### src/sv/ppf_divider.sv
// ----------------------------------------------------------------------------
// ppf_divider
// Signed restoring divider, one quotient bit a cycle, truncates toward zero.
// ----------------------------------------------------------------------------
module ppf_divider #(
  parameter int unsigned NBITS = 48,
  parameter int unsigned DBITS = 15
) (
  input  logic                    clk,
  input  logic                    rst,
  input  logic                    start,
  input  logic signed [NBITS-1:0] num,
  input  logic [DBITS-1:0]        den,
  output logic                    busy,
  output logic signed [NBITS-1:0] quo
);

  localparam int unsigned CBITS = $clog2(NBITS + 1);

  logic [NBITS-1:0] q;
  logic [DBITS:0]   rem;
  logic [DBITS-1:0] d;
  logic             neg;
  logic [CBITS-1:0] cnt;
  logic [DBITS+1:0] trial;

  assign trial = {rem, q[NBITS-1]} - {2'b00, d};

  always_ff @(posedge clk) begin
    if (rst) begin
      busy <= 1'b0;
      cnt  <= '0;
    end else if (start) begin
      busy <= 1'b1;
      cnt  <= CBITS'(NBITS);
      neg  <= num[NBITS-1];
      q    <= num[NBITS-1] ? NBITS'(-num) : NBITS'(num);
      rem  <= '0;
      d    <= den;
    end else if (busy) begin
      if (!trial[DBITS+1]) begin
        rem <= trial[DBITS:0];
        q   <= {q[NBITS-2:0], 1'b1};
      end else begin
        rem <= {rem[DBITS-1:0], q[NBITS-1]};
        q   <= {q[NBITS-2:0], 1'b0};
      end
      cnt <= cnt - 1'b1;
      if (cnt == CBITS'(1)) begin
        busy <= 1'b0;
      end
    end
  end

  assign quo = neg ? -$signed(q) : $signed(q);

endmodule

### config.mk
export PLATFORM = sky130hd
export DESIGN_NAME = ppf_divider
export DESIGN_NICKNAME = d
export VERILOG_FILES = /design/src/sv/ppf_divider.sv
export SDC_FILE = /design/constraint.sdc
export NUM_CORES = 1
export LEC_CHECK = 0
export ABC_AREA = 1
export BUFFER_PORTS_ARGS = -buffer_cell sky130_fd_sc_hd__buf_2
export CAP_MARGIN = 30
export CORE_MARGIN = 4
export CORE_UTILIZATION = 50
export CTS_BUF_LIST = sky130_fd_sc_hd__clkbuf_16
export DETAILED_ROUTE_END_ITERATION = 10
export HOLD_SLACK_MARGIN = 0.05
export PLACE_DENSITY = 0.71
export SYNTH_ARGS = -nofsm -noshare
export SYNTH_HDL_FRONTEND = slang
export SYNTH_SLANG_ARGS = --single-unit
export TNS_END_PERCENT = 50
### constraint.sdc
create_clock -name clk -period 11.4 [get_ports clk]
set_clock_uncertainty 0.05 [all_clocks]
set_input_delay 1.14 -clock clk [delete_from_list [all_inputs] [get_ports clk]]
set_output_delay 1.14 -clock clk [all_outputs]
set_load 0.02 [all_outputs]
==> impl_metrics.ini <==
[synth]
synth_seq_area_share_pct = 33.0
synth_area_mm2 = 0.00770
syn_nets = 1290
avgSynthCellArea_um2 = 6.40
synth_edf_count = 80
synthDistinctLibCells = 36
synth_simple_gate_area_share_pct = 40.9
synth_top_family_by_area = simple AND/OR/NAND/NOR gates
synth_cells = 1204
ys_async_sr_fraction_pct = 0
synth-xor-area-share_pct = 6.48
synthFlopType = edfxtp_1
synth_warnings = 0
synth_compound_area_share_pct = 6.12
ys_ff_latch = 87
muxShareOfSynthArea_pct = 0
synth_fa_ha_area_share_pct = 3.35

[cts]
postCtsHoldBufs = 0
ctsResizeCount = 0
clock_latency_ns = 0.36
htreeDepth = 3
numCtsBuffers = 9
cts_sinks = 87
postCtsSetupBuffers = 0
clk_pin_slew_ns = 0.07
clk_path_buf_depth = 2
cts_root_buffer = clkbuf_16
cts_tree = built

[timing]
period_minus_slack_ns = 3.73
setup_viol = 0
hold_violations = 0
slew_headroom_pct = 33.5
report.final.slew_viol_count = 0
tns_ns = 0
grt_setup_unrepaired = false
max_freq_mhz = 268
period_share_pct = 32.7
worstMarginPinSlew_ns = 0.998

[critical_path]
timing.rr.end = rem[12]
crit_fanout = 6
worstPathArrival_ns = 2.54
cp_data_required_time_ns = 10.21
crit_path_max_incr_delay_ns = 0.39
critPathSlowestCell = edfxtp_1
crit_top_cell = nand2_1
worstSetupPathType = reg2out
reg2reg_depth = 15
reg2reg_from = q[47]
ff2ff_setup_slack_ns = 8.75
path_cells = inv_1 -> ha_1 -> nand4_1 -> nor2_2 -> nand2_1 -> o21ai_2 -> nand2_1 -> xor2_1 -> buf_2
startpoint_type = register
worst_setup_path_end_kind = output port

[cells_and_area]
final_nets = 1393
nFillCells = 1519
area_growth_pct = 12.9
layout-drive-gt1-share_pct = 11.5
fin_cells = 1500
antenna_cells = 0
final_area_mm2 = 0.00870
final_core_util_pct = 57.4

[grt]
overflow = 0
grt_usage_pct = 26.3
grt_pass1_vias = 7194
antenna_found_initial = 0
grt_max_degree = 65
grt_pass1_wl_mm = 37.1

[hold_path]
whs_endpoint = cnt[4]
hold_start = cnt[4]
hp-class = reg2reg
whs_path_depth = 2

[placement]
dpl-instance-area_mm2 = 0.00842
dp_cells = 1484
port_buffers = 114
dpl.hpwl_mm = 18.1
place.gp.congestion = 0.986

[die]
start_util_pct = 50.9
io_pins = 115
rows = 45
die_y_um = 132
die_x_um = 132
dieArea_mm2 = 0.0175
coreArea_mm2 = 0.0151

[detailed_routing]
ant_nets = 0
dr.pass1.iters = 5
num_vias = 8092
wl_per_cell_um = 15.6
drt-initial-drc-count = 990
routed_via_density = 5.39
drc = 0
finalWirelength_mm = 23.5

[flow_run]
drv_cap = 0

[power]
max-vdd-ir-drop_v = 0.0000730
power_density_mw_per_mm2 = 116
p_leak_nw = 4.25

[run_status]
outcome = complete, no violations
per-stage QoR:
stage / hold WS, ns / worst slack, ns / total power, mW
2_1_floorplan: 0.392 / 6.56 / 0.618
3_3_place_gp: 0.415 / 8.09 / 0.710
3_5_place_dp: 0.422 / 8.09 / 0.714
4_1_cts: 0.433 / 7.71 / 1.01
5_1_grt: 0.454 / 7.54 / 1.06
6_report: 0.433 / 7.67 / 1.01
flip-flops by register name, indices dropped and copies added (netlist names):
| name | flops |
|---|---|
| q | 48 |
| rem | 16 |
| cnt | 6 |
| neg | 1 |
| d | 15 |
| busy | 1 |
worst max path at each step:
stage          startpoint       to  slack [ns]  depth (start not counted)
6_report             q[1]  quo[20]        7.67                          9
5_1_grt              q[1]  quo[20]        7.54                          9
4_1_cts              q[1]  quo[20]        7.71                          9
3_5_place_dp        start    q[39]        8.09                          4
3_3_place_gp        start    q[42]        8.09                          4
2_1_floorplan       start     q[0]        6.56                          4
worst max-delay path, delay by kind of cell, from the launching register on:
family                   cells  cell delay [ns]
flip-flops                   1             0.39
AO/OA/AOI/OAI                1             0.30
XOR/XNOR                     1             0.15
buffers and inverters        2             0.31
adder cells (fa/ha/maj)      1             0.26
AND/OR/NAND/NOR              4             0.76
cell type report:
class | count | area (µm²) | share of cell area, %
multi-input combinational | 917 | 4390 | 50.4
sequential | 87 | 2540 | 29.2
inverter | 174 | 653 | 7.51
timing repair buffer | 118 | 601 | 6.90
tap | 188 | 235 | 2.70
clock buffer | 9 | 225 | 2.59
clock inverter | 7 | 56.3 | 0.647
power by group:
part	switching, mW	internal (mW)
combinational	0.213	0.0978
sequential	0.0203	0.381
clock	0.144	0.151
placed cells by master (no fill, tap or decap), types with 2 or more instances in the layout:
cell | synthesis | routed
a21oi_1 | 13 | 13
a31oi_1 | 3 | 3
and2_1 | 3 | 3
buf_2 | 6 | 114
buf_4 | 2 | 4
clkbuf_16 | 0 | 9
clkinv_1 | 2 | 3
clkinv_4 | 0 | 2
dfxtp_1 | 7 | 7
edfxtp_1 | 80 | 80
ha_1 | 19 | 19
inv_1 | 172 | 172
inv_6 | 0 | 2
nand2_1 | 376 | 376
nand2_2 | 6 | 6
nand3_1 | 127 | 127
nand3b_1 | 3 | 3
nand4_1 | 36 | 36
nor2_1 | 180 | 179
nor2_2 | 4 | 4
nor2_4 | 1 | 2
nor3_1 | 7 | 7
nor4_1 | 2 | 2
o21ai_0 | 62 | 62
o21ai_1 | 4 | 4
o21ai_2 | 2 | 2
o22ai_1 | 4 | 4
or2_2 | 2 | 2
xnor2_1 | 8 | 8
xor2_1 | 49 | 49
per-layer routing:
layer | GRT usage (%) | wire length (µm) | vias to the layer above
li1 | - | - | 4064
met1 | 40.0 | 10800 | 3596
met2 | 38.1 | 9900 | 409
met3 | 5.84 | 2480 | 23
met4 | 6.01 | 299 | 0
met5 | 0 | 0 | -
cells by family after synthesis:
group                      after synthesis
and+or+nand+nor                        750
adders and majority gates               20
xor gates and xnor gates                57
AOI/OAI and AO/OA                       90
buffers and inverters                  200
DFF                                     87
cells in the mapped netlist, types with 2 or more instances:
cell type	count	area [µm²]
a21oi_1	13	65.1
a31oi_1	3	18.8
and2_1	3	18.8
buf_1	2	7.51
buf_2	6	30.0
buf_4	2	15.0
buf_6	2	22.5
clkbuf_1	14	52.6
clkinv_1	2	7.51
dfxtp_1	7	140
edfxtp_1	80	2400
ha_1	19	238
inv_1	172	646
nand2_1	376	1410
nand2_2	6	37.5
nand3_1	127	636
nand3b_1	3	22.5
nand4_1	36	225
nor2_1	180	676
nor2_2	4	25.0
nor3_1	7	35.0
nor4_1	2	12.5
o21ai_0	62	310
o21ai_1	4	20.0
o21ai_2	2	17.5
o22ai_1	4	25.0
or2_2	2	12.5
xnor2_1	8	70.1
xor2_1	49	429
Power figures use the tool's default switching activity.
